File: config.mk
export PLATFORM = sky130hd
export DESIGN_NAME = resource_package_header_parser_unit
export DESIGN_NICKNAME = d
export VERILOG_FILES = /design/src/design/rphp_pkg.sv /design/src/design/rphp_core.sv /design/src/design/rphp_result_fifo.sv /design/src/design/resource_package_header_parser_unit.sv
export SDC_FILE = /design/constraint.sdc
export NUM_CORES = 2
export LEC_CHECK = 0
export ABC_AREA = 1
export BUFFER_PORTS_ARGS = -buffer_cell sky130_fd_sc_hd__buf_2
export CAP_MARGIN = 25
export CORE_UTILIZATION = 55
export CTS_BUF_LIST = sky130_fd_sc_hd__clkbuf_8
export CTS_CLUSTER_SIZE = 24
export DETAILED_ROUTE_END_ITERATION = 8
export PLACE_DENSITY = 0.72
export RECOVER_POWER = 25
export SYNTH_ARGS = -nofsm -noshare
export SYNTH_HDL_FRONTEND = slang
export SYNTH_HIERARCHICAL = 1
export SYNTH_SLANG_ARGS = --single-unit
File: constraint.sdc
create_clock -name clk -period 51.3 [get_ports clk]
set_input_delay 7.695 -clock clk [delete_from_list [all_inputs] [get_ports clk]]
set_output_delay 7.695 -clock clk [all_outputs]
set_load 0.005 [all_outputs]
File: src/design/rphp_pkg.sv
// rphp_pkg: shared types and constants for the resource package header parser
// holds the result record type, result kinds, marker bytes and phase codes
// no dependencies
`timescale 1ns / 1ps

package rphp_pkg;

  localparam logic [7:0] MARK_FIRST  = 8'hFE;
  localparam logic [7:0] MARK_SECOND = 8'h01;

  localparam logic [1:0] KIND_RECORD  = 2'd0;
  localparam logic [1:0] KIND_CORRUPT = 2'd1;
  localparam logic [1:0] KIND_DONE    = 2'd2;

  localparam logic [2:0] PH_SCAN     = 3'd0;
  localparam logic [2:0] PH_INDEX    = 3'd1;
  localparam logic [2:0] PH_PACKED   = 3'd2;
  localparam logic [2:0] PH_UNPACKED = 3'd3;
  localparam logic [2:0] PH_NAMELEN  = 3'd4;
  localparam logic [2:0] PH_NAME     = 3'd5;
  localparam logic [2:0] PH_TERM     = 3'd6;
  localparam logic [2:0] PH_PAYLOAD  = 3'd7;

  localparam int FIFO_DEPTH = 4;

  typedef struct packed {
    logic [1:0]  kind;
    logic [31:0] resource_index;
    logic        header_ok;
    logic [31:0] packed_size;
    logic [31:0] unpacked_size;
    logic [31:0] name_length;
    logic        name_terminated;
    logic [31:0] name_offset;
    logic [31:0] payload_offset;
    logic [31:0] event_offset;
    logic        last_of_run;
  } result_t;

endpackage

File: src/design/rphp_core.sv
// rphp_core: byte parser state and per-byte result generation
// produces up to two results per byte; depends on rphp_pkg
`timescale 1ns / 1ps

module rphp_core #(
  parameter int MAX_RESOURCES = 256
) (
  input  logic              clk,
  input  logic              rst_n,
  input  logic              go,
  input  logic [7:0]        data_byte,
  input  logic              last_byte,
  output rphp_pkg::result_t res0,
  output rphp_pkg::result_t res1,
  output logic [1:0]        res_cnt
);

  logic [2:0]  phase_r, phase_nxt;
  logic        pend_r, pend_nxt;
  logic [1:0]  wbc_r, wbc_nxt;
  logic [31:0] acc_r, acc_nxt;
  logic [31:0] idx_r, idx_nxt;
  logic [31:0] pk_r, pk_nxt;
  logic [31:0] unp_r, unp_nxt;
  logic [31:0] nl_r, nl_nxt;
  logic [31:0] skip_r, skip_nxt;
  logic [31:0] pos_r, pos_nxt;
  logic        flag_r, flag_nxt;
  logic [31:0] nstart_r, nstart_nxt;

  rphp_pkg::result_t rec, cor, done, main_res;
  logic        rec_vld, cor_vld;
  logic        skip_a, skip_b;
  logic [31:0] word, pos_p1, len;
  logic [1:0]  cnt;

  always_comb begin
    phase_nxt  = phase_r;
    pend_nxt   = pend_r;
    wbc_nxt    = wbc_r;
    acc_nxt    = acc_r;
    idx_nxt    = idx_r;
    pk_nxt     = pk_r;
    unp_nxt    = unp_r;
    nl_nxt     = nl_r;
    skip_nxt   = skip_r;
    flag_nxt   = flag_r;
    nstart_nxt = nstart_r;
    pos_p1     = pos_r + 32'd1;
    pos_nxt    = pos_p1;
    rec        = '0;
    cor        = '0;
    done       = '0;
    rec_vld    = 1'b0;
    cor_vld    = 1'b0;
    skip_a     = 1'b0;
    skip_b     = 1'b0;
    len        = 32'd0;
    word       = acc_r | (32'(data_byte) << {wbc_r, 3'b000});

    case (phase_r)
      rphp_pkg::PH_SCAN: begin
        if (pend_r && data_byte == rphp_pkg::MARK_SECOND) begin
          phase_nxt = rphp_pkg::PH_INDEX;
          pend_nxt  = 1'b0;
          wbc_nxt   = 2'd0;
          acc_nxt   = 32'd0;
        end else begin
          skip_a   = pend_r;
          skip_b   = data_byte != rphp_pkg::MARK_FIRST;
          pend_nxt = data_byte == rphp_pkg::MARK_FIRST;
        end
        if (flag_r && (skip_a || skip_b)) begin
          cor_vld          = 1'b1;
          cor.event_offset = skip_a ? (pos_r - 32'd1) : pos_r;
          flag_nxt         = 1'b0;
        end
      end
      rphp_pkg::PH_INDEX, rphp_pkg::PH_PACKED, rphp_pkg::PH_UNPACKED,
      rphp_pkg::PH_NAMELEN: begin
        if (wbc_r != 2'd3) begin
          acc_nxt = word;
          wbc_nxt = wbc_r + 2'd1;
        end else begin
          wbc_nxt = 2'd0;
          acc_nxt = 32'd0;
          if (phase_r == rphp_pkg::PH_INDEX) begin
            idx_nxt   = word;
            phase_nxt = rphp_pkg::PH_PACKED;
          end else if (phase_r == rphp_pkg::PH_PACKED) begin
            pk_nxt    = word;
            phase_nxt = rphp_pkg::PH_UNPACKED;
          end else if (phase_r == rphp_pkg::PH_UNPACKED) begin
            unp_nxt   = word;
            phase_nxt = rphp_pkg::PH_NAMELEN;
          end else begin
            nl_nxt     = word;
            nstart_nxt = pos_p1;
            len        = word[31] ? 32'd0 : word;
            skip_nxt   = len;
            phase_nxt  = (len != 32'd0) ? rphp_pkg::PH_NAME : rphp_pkg::PH_TERM;
          end
        end
      end
      rphp_pkg::PH_NAME: begin
        skip_nxt = skip_r - 32'd1;
        if (skip_r == 32'd1) begin
          phase_nxt = rphp_pkg::PH_TERM;
        end
      end
      rphp_pkg::PH_TERM: begin
        rec_vld             = 1'b1;
        rec.kind            = rphp_pkg::KIND_RECORD;
        rec.resource_index  = idx_r;
        rec.header_ok       = !idx_r[31] && (idx_r < 32'(MAX_RESOURCES)) &&
                              !pk_r[31] && !unp_r[31] && !nl_r[31];
        rec.packed_size     = pk_r;
        rec.unpacked_size   = unp_r;
        rec.name_length     = nl_r;
        rec.name_terminated = data_byte == 8'h00;
        rec.name_offset     = nstart_r;
        rec.payload_offset  = pos_p1;
        flag_nxt            = 1'b1;
        len                 = unp_r[31] ? 32'd0 : unp_r;
        skip_nxt            = len;
        phase_nxt = (len != 32'd0) ? rphp_pkg::PH_PAYLOAD : rphp_pkg::PH_SCAN;
      end
      default: begin
        skip_nxt = skip_r - 32'd1;
        if (skip_r == 32'd1) begin
          phase_nxt = rphp_pkg::PH_SCAN;
        end
      end
    endcase

    done.kind         = rphp_pkg::KIND_DONE;
    done.event_offset = pos_p1;
    done.last_of_run  = 1'b1;

    if (last_byte) begin
      // dangling marker byte at the end of the package
      if (phase_nxt == rphp_pkg::PH_SCAN && pend_nxt && flag_nxt) begin
        cor_vld          = 1'b1;
        cor.event_offset = pos_r;
      end
      phase_nxt  = rphp_pkg::PH_SCAN;
      pend_nxt   = 1'b0;
      wbc_nxt    = 2'd0;
      acc_nxt    = 32'd0;
      idx_nxt    = 32'd0;
      pk_nxt     = 32'd0;
      unp_nxt    = 32'd0;
      nl_nxt     = 32'd0;
      skip_nxt   = 32'd0;
      pos_nxt    = 32'd0;
      flag_nxt   = 1'b1;
      nstart_nxt = 32'd0;
    end

    cor.kind = rphp_pkg::KIND_CORRUPT;
    main_res = rec_vld ? rec : cor;
    main_res.last_of_run = !last_byte;

    if (rec_vld || cor_vld) begin
      res0 = main_res;
      res1 = done;
      cnt  = last_byte ? 2'd2 : 2'd1;
    end else begin
      res0 = done;
      res1 = '0;
      cnt  = last_byte ? 2'd1 : 2'd0;
    end
  end

  assign res_cnt = go ? cnt : 2'd0;

  always_ff @(posedge clk) begin
    if (!rst_n) begin
      phase_r  <= rphp_pkg::PH_SCAN;
      pend_r   <= 1'b0;
      wbc_r    <= 2'd0;
      acc_r    <= 32'd0;
      idx_r    <= 32'd0;
      pk_r     <= 32'd0;
      unp_r    <= 32'd0;
      nl_r     <= 32'd0;
      skip_r   <= 32'd0;
      pos_r    <= 32'd0;
      flag_r   <= 1'b1;
      nstart_r <= 32'd0;
    end else if (go) begin
      phase_r  <= phase_nxt;
      pend_r   <= pend_nxt;
      wbc_r    <= wbc_nxt;
      acc_r    <= acc_nxt;
      idx_r    <= idx_nxt;
      pk_r     <= pk_nxt;
      unp_r    <= unp_nxt;
      nl_r     <= nl_nxt;
      skip_r   <= skip_nxt;
      pos_r    <= pos_nxt;
      flag_r   <= flag_nxt;
      nstart_r <= nstart_nxt;
    end
  end

endmodule

File: src/design/rphp_result_fifo.sv
// rphp_result_fifo: four-entry result queue taking up to two requests per cycle
// decouples the parser from output stall; depends on rphp_pkg
`timescale 1ns / 1ps

module rphp_result_fifo (
  input  logic              clk,
  input  logic              rst_n,
  input  rphp_pkg::result_t push0,
  input  rphp_pkg::result_t push1,
  input  logic [1:0]        push_cnt,
  output logic              has_room,
  output logic              out_vld,
  input  logic              pop,
  output rphp_pkg::result_t head
);

  localparam int PtrW = $clog2(rphp_pkg::FIFO_DEPTH);

  rphp_pkg::result_t mem_r [rphp_pkg::FIFO_DEPTH];
  logic [PtrW-1:0] wp_r, wp_nxt, rp_r, rp_nxt, wp_p1;
  logic [PtrW:0]   cnt_r, cnt_nxt;
  logic            do_pop;

  assign do_pop   = pop && out_vld;
  assign out_vld  = cnt_r != '0;
  assign has_room = cnt_r <= (PtrW + 1)'(rphp_pkg::FIFO_DEPTH - 2);
  assign head     = mem_r[rp_r];
  assign wp_p1    = wp_r + PtrW'(1);

  always_comb begin
    wp_nxt  = wp_r + PtrW'(push_cnt);
    rp_nxt  = do_pop ? rp_r + PtrW'(1) : rp_r;
    cnt_nxt = cnt_r + (PtrW + 1)'(push_cnt) - (PtrW + 1)'(do_pop);
  end

  always_ff @(posedge clk) begin
    if (push_cnt != 2'd0) begin
      mem_r[wp_r] <= push0;
    end
    if (push_cnt == 2'd2) begin
      mem_r[wp_p1] <= push1;
    end
  end

  always_ff @(posedge clk) begin
    if (!rst_n) begin
      wp_r  <= '0;
      rp_r  <= '0;
      cnt_r <= '0;
    end else begin
      wp_r  <= wp_nxt;
      rp_r  <= rp_nxt;
      cnt_r <= cnt_nxt;
    end
  end

endmodule

File: src/design/resource_package_header_parser_unit.sv
// resource_package_header_parser_unit: top level of the header parser
// input register, rphp_core and rphp_result_fifo; depends on rphp_pkg
//
// usage: package bytes enter on the in_ channel, one request per byte, with
// in_last_byte set on the final byte. results leave on the out_ channel: a
// record per header (at its terminator byte), a corruption event for the
// first stray byte after the start or after a record, and a done result
// after the last byte. one byte can cause up to two results.
// throughput: one byte per cycle while results are taken and the queue has room;
// a byte that causes two results is absorbed by the four-entry result queue.
// an accepted byte is held in the input register, parsed by rphp_core once
// the result queue has room, and its results are written into the result
// queue, whose head drives out_.
// in_stall rises when a byte is held and the result queue has fewer than two free entries.
// when out_stall is high the head result holds and the queue fills.
// reset (rst_n low, synchronous) empties the queue and returns the parser
// to scanning at byte offset zero.
`timescale 1ns / 1ps

module resource_package_header_parser_unit #(
  parameter int MAX_RESOURCES = 256
) (
  input  logic               clk,
  input  logic               rst_n,
  input  logic               in_valid,
  output logic               in_stall,
  input  logic [7:0]         in_data_byte,
  input  logic               in_last_byte,
  output logic               out_valid,
  input  logic               out_stall,
  output logic [1:0]         out_kind,
  output logic signed [31:0] out_resource_index,
  output logic               out_header_ok,
  output logic signed [31:0] out_packed_size,
  output logic signed [31:0] out_unpacked_size,
  output logic signed [31:0] out_name_length,
  output logic               out_name_terminated,
  output logic [31:0]        out_name_offset,
  output logic [31:0]        out_payload_offset,
  output logic [31:0]        out_event_offset,
  output logic               out_last_of_run
);

  logic              vld_r;
  logic [7:0]        data_r;
  logic              last_r;
  logic              go, has_room;
  logic [1:0]        res_cnt;
  rphp_pkg::result_t res0, res1, head;

  assign go       = vld_r && has_room;
  assign in_stall = vld_r && !has_room;

  always_ff @(posedge clk) begin
    if (!rst_n) begin
      vld_r <= 1'b0;
    end else if (!in_stall) begin
      vld_r <= in_valid;
    end
  end

  always_ff @(posedge clk) begin
    if (in_valid && !in_stall) begin
      data_r <= in_data_byte;
      last_r <= in_last_byte;
    end
  end

  rphp_core #(
    .MAX_RESOURCES(MAX_RESOURCES)
  ) u_core (
    .clk      (clk),
    .rst_n    (rst_n),
    .go       (go),
    .data_byte(data_r),
    .last_byte(last_r),
    .res0     (res0),
    .res1     (res1),
    .res_cnt  (res_cnt)
  );

  rphp_result_fifo u_fifo (
    .clk     (clk),
    .rst_n   (rst_n),
    .push0   (res0),
    .push1   (res1),
    .push_cnt(res_cnt),
    .has_room(has_room),
    .out_vld (out_valid),
    .pop     (!out_stall),
    .head    (head)
  );

  assign out_kind            = head.kind;
  assign out_resource_index  = head.resource_index;
  assign out_header_ok       = head.header_ok;
  assign out_packed_size     = head.packed_size;
  assign out_unpacked_size   = head.unpacked_size;
  assign out_name_length     = head.name_length;
  assign out_name_terminated = head.name_terminated;
  assign out_name_offset     = head.name_offset;
  assign out_payload_offset  = head.payload_offset;
  assign out_event_offset    = head.event_offset;
  assign out_last_of_run     = head.last_of_run;

endmodule

# Yosys cells after proc, flatten, opt, wreduce, memory -nomap -nowiden
# Memories as Yosys holds them, arrays and structs flattened. A register that Yosys moved wholly into a read port is not among the register bits.
# Cells that the tools add are included.
# word_totals
mem_count	1
word_cells	184
latch_bits	0
ram_bits	916
out_inout_bits	231
inputBits	13
rom_bits	0
regBits	280
# mem_list
name	words	word_bits	rd	rd_clocked_by_memory_dff	write_ports	line_no	rtl
u_fifo.mem_r	4	229	1	1	2	rphp_result_fifo.sv:19	rphp_pkg::result_t mem_r [rphp_pkg::FIFO_DEPTH];
# op_classes
n_reduce_logical	41
n_addsub	9
n_mux	89
bitwise_logic	1
n_mul	0
div	0
n_shift	1
eq_ne	22
magnitude_cmp	2
# ops
operator	count
2-to-1 mux 32 bit	41
2-to-1 mux 229 bit	2
2-to-1 mux 228 bit	1
2-to-1 mux 194 bit	1
one-hot mux 32 bit (3 select lines)	1
one-hot mux 32 bit (2 select lines)	1
nonzero test 32 bit	2
subtractor 32 x 1 -> 32 bit (second input constant)	2
2-to-1 mux 31 bit	2
adder 32 x 1 -> 32 bit (second input constant)	1
== test 32 x 1 -> 1 bit (second input constant)	1
less-than comparator 32 x 9 -> 1 bit (second input constant)	1
OR 32 bit	1
<< shifter 8 x 5 -> 32 bit	1
2-to-1 mux 3 bit	9
2-to-1 mux 1 bit	19
2-to-1 mux 2 bit	9
AND reduction 6 bit	3
logical AND 1 bit	12
!= test 2 bit (second input constant)	6
!= test 3 bit (second input constant)	4
one-hot mux 3 bit (4 select lines)	1
nonzero test 2 bit	5
== test 3 bit (second input constant)	3
23 further kinds	36

# Longest topological paths before layout
# depth
depth_word	21
mapped_depth	29
ltp_nobuf	26

# Modules after synthesis
# The synthesis kept the hierarchy.
# modules_own_cells
module	seq_area_each_um2	area_per_inst_um2	instances	cells_each
rphp_result_fifo	27686.6	44340.0	1	4550
rphp_core	5265.0	17530.6	1	2815
resource_package_header_parser_unit	290.3	334.1	1	20

# Least setup slack after synthesis
# OpenSTA, ideal clock, no wires.
# synth_path
path_kind	register to register
startpoint	reg data_r[2]
endpoint	mem u_fifo/mem_r[3][0] (netlist bit), enable pin
slack_ns	30.952
path_buffers	2
path_stages_with_launch	17
arrival_ns	19.194
required_ns	50.146
synth_period_minus_slack_ns	20.348
setup_ns	1.154
cell_sequence	edfxtp_1 -> or2_2 -> nor3_1 -> nand3_1 -> nand2_1 -> nand2_1 -> nand2_1 -> nor2_2 -> clkinv_1 -> buf_2 -> buf_1 -> nand3_1 -> ha_1 -> nand2_1 -> inv_1 -> nor2_1 -> o31ai_1
# synth_rtl
element	line_no	rtl
start, declared	resource_package_header_parser_unit.sv:45	logic [7:0] data_r;
start signal, assigned	resource_package_header_parser_unit.sv:64	data_r <= in_data_byte;
end, declared	rphp_result_fifo.sv:19	

==> out/summary.txt <==
unrepaired setup endpoints after global routing = no
critical path class = reg2reg
Root Driver = clkbuf_8
largest net degree at the start of global routing = 224
Die Y = 338.3 µm
Slew Limit Fails = 1252
leading register cell type out of synthesis = edfxtp_1
vias per cell = 5.769
ys async rst share = 0%
Seq pwr share = 44.7%
P_sw = 0.0009202 W
Max transition margin = -413.0%
Mapped Cells = 7385
crit path to = u_fifo/mem_r[0][196]$_DFFE_PP_
vias in the first global route = 47630
final hold violations = 0
Setup TNS = 0 ns
via count = 52050
Worst-Skew Late Latency = 0.92 ns
Critical path origin = u_core/unp_r[31]$_SDFFE_PN0P_
fin util = 58.94%
Pint = 0.001763 W
initial DRC count = 6614
Worst-Margin Slew = 7.695 ns
cell area power density = 40.53 mW/mm²
hold_buf cts = 0
die area = 0.1144 mm²
first-pass GRT wire length = 277100 µm
initial antenna violation count = 8
Synth Warn # = 6
Tcrit/Tclk final = 30.47%
RR Startpoint = u_core/unp_r[31]$_SDFFE_PN0P_
EDFF count, synth = 925
leakage power = 23.01 nW
Post-CTS Resized = 0
R2R Path End = u_fifo/mem_r[0][196]$_DFFE_PP_
Startpoint Class = flip-flop
I/O Buffers = 243
Synth Area per Inst = 8.423 µm²
mean routed wirelength per cell = 20.27 µm
Post-DP HPWL = 110800 µm
CP Cell Sequence = inv_1, o21ai_0, nand4_1, nor2_1, nand2_1, nand2_1, o21ai_0, and2_0, nor2_1, nand3_1, nand3_1, ha_1, nand2_1, inv_1, nor2_1, nand3_1, clkbuf_1, buf_4, nand2_1, o21ai_1
Netlist cell types = 51
Clk pin slew, worst setup/hold paths = 0.06 ns
chip width = 338.3 µm
most frequent cells in the layout = nand2_1 (1393), o21ai_0 (1284), edfxtp_1 (925)
cell repeated most along the worst path = nand2_1
Switching Share = 34.29%
crit path max fanout = 167
CTS tree = built
max incr delay on CP = 5.30 ns
FP Rows = 123
crit end category = flip-flop
synthesized cell area = 0.06220 mm²
fmax = 63.97 MHz
Post-route DRC = 0
Initial Utilization = 55.37%
Final Power = 0.002684 W
# nets final = 7381
layout cells sized above 1 = 8.244%
Crit path required time = 52.03 ns
Layout area overhead = 6.441%
failing checks = max-capacitance violations, max-slew violations
DRT Wirelength = 182900 µm
status = finished, violations left
synthesized flop and latch total = 1198
final setup fails = 0
Overflow after GRT = 0
GP Congestion = 0.9687
Num CTS Buffers = 198
TritonCTS Sinks = 1198
Clk pwr share = 29.9%
max_cap viols = 15
Fill cells = 9912
io pins = 244
H-tree Lvls = 4
maximum VDD drop = 0.05611 mV
sequential cell area fraction in the yosys report = 53.44%
remaining antenna violation count after routing = 0
Slowest-stage cell, CP = clkbuf_1
Core ar. = 0.1123 mm²
R2R depth = 20
Setup Skew = 0.05245 ns
most common cell after layout, fill and taps aside = nand2_1
Reg2Reg Setup Slack = 35.67 ns
Hold Crit Start = u_core/pk_r[20]$_SDFFE_PN0P_
Worst Path Arrival = 16.37 ns
setup bufs post-CTS = 0
min-delay worst type = reg2reg
global-route usage over all layers = 30.99%
Clock Path Buffers = 3
final period demand of the worst path = 15.63 ns
Comb pwr share = 25.4%
DRT Pass-1 Iters = 7
-- synthesized netlist by cell type, types with 5 or more instances --
| master | number | area (µm²) |
|---|---|---|
| o21bai_1 | 7 | 52.55 |
| o2111ai_1 | 5 | 43.79 |
| o21ai_0 | 994 | 4975 |
| buf_6 | 38 | 427.9 |
| nand2_1 | 1391 | 5221 |
| buf_4 | 255 | 1914 |
| buf_1 | 16 | 60.06 |
| clkbuf_1 | 234 | 878.3 |
| xnor2_1 | 6 | 52.55 |
| buf_2 | 192 | 960.9 |
| or2_2 | 9 | 56.30 |
| clkinv_1 | 5 | 18.77 |
| o211ai_1 | 28 | 210.2 |
| nand4_1 | 93 | 581.8 |
| o221ai_1 | 6 | 52.55 |
| nand3_1 | 116 | 580.6 |
| a21oi_1 | 301 | 1506 |
| inv_2 | 21 | 78.83 |
| edfxtp_1 | 925 | 27780 |
| nor2_2 | 6 | 37.54 |
| o22ai_1 | 232 | 1451 |
| o21ai_1 | 628 | 3143 |
| nand2_2 | 18 | 112.6 |
| nor2_1 | 842 | 3161 |
| xor2_1 | 38 | 332.8 |
| dfxtp_1 | 273 | 5465 |
| a211oi_1 | 10 | 75.07 |
| nor3_1 | 37 | 185.2 |
| o31ai_1 | 5 | 37.54 |
| ha_1 | 10 | 125.1 |
| nor4_1 | 17 | 106.4 |
| inv_1 | 602 | 2260 |
-- cell type report --
class                   count  area, µm²  area share, %
diodes                      2      5.005       0.007559
clock buffers             214       2945          4.448
clock inverters           150      790.8          1.194
inverters                 629       2386          3.604
multi-input cells        5015      23070          34.84
flip-flops and latches   1198      33250          50.22
well taps                1500       1877          2.835
repair buffers            315       1891          2.855
-- state kept, by name (all words and copies together), names as in the netlist, 3 cells and up, named ones only --
register         flops
u_fifo/cnt_r         3
u_core/unp_r        32
u_fifo/mem_r       916
u_core/pos_r        32
u_core/pk_r         32
u_core/skip_r       32
u_core/acc_r        32
u_core/nstart_r     32
u_core/phase_r       3
u_core/nl_r         32
data_r               8
u_core/idx_r        32
-- metrics by stage --
step | cells | worst slack, ns | hold slack [ns] | area (µm²)
final | 9023 | 35.67 | 0.4549 | 66210
after global routing | 9023 | 34.88 | 0.4674 | 66210
after CTS | 9015 | 38.85 | 0.4553 | 66250
after floorplan | 7579 | 30.95 | 0.4235 | 62930
after detailed placement | 8651 | 39.87 | 0.4461 | 62510
after global placement | 8645 | 39.86 | 0.4410 | 62450
-- worst min path at each step --
stage,cells past startpoint,endpoint
after global routing,2,u_core/pk_r[24]$_SDFFE_PN0P_
after CTS,2,u_core/nl_r[25]$_SDFFE_PN0P_
after floorplan,2,u_core/acc_r[13]$_SDFFE_PN0P_
after global placement,2,u_core/nl_r[17]$_SDFFE_PN0P_
final,2,u_core/pk_r[20]$_SDFFE_PN0P_
after detailed placement,2,u_core/nl_r[25]$_SDFFE_PN0P_
-- critical path: cells and delay by family (launching register included) --
kind	cells	cell delay (ns)
compound gates	3	0.51
buf+inv	4	7.50
fa+ha+maj	1	0.21
simple gates	12	6.16
flops	1	0.74
-- power by group through the flow --
stage          sequential, W  clock, W  combinational (W)
2_1_floorplan        0.00121         0           0.000438
3_3_place_gp         0.00121         0           0.000663
3_5_place_dp         0.00122         0           0.000671
4_1_cts              0.00120  0.000813           0.000673
5_1_grt              0.00121  0.000857           0.000744
6_report             0.00120  0.000803           0.000682
-- logic make-up after synthesis --
kind of cell / synth area share, %
adders and majority gates: 0.2333
buffers and inverters: 10.65
other: 0.006028
AOI/OAI and AO/OA: 18.67
DFF: 53.44
xor gates and xnor gates: 0.6195
and+or+nand+nor: 16.38
-- routing by layer --
| metal | global-route usage [%] | part of all wire [%] |
|---|---|---|
| met5 | 0 | 0.013 |
| met4 | 10.22 | 2.7 |
| met2 | 47.61 | 45 |
| met3 | 5.986 | 10 |
| met1 | 44.11 | 42 |
No activity file was read; power rests on OpenSTA's default activity.
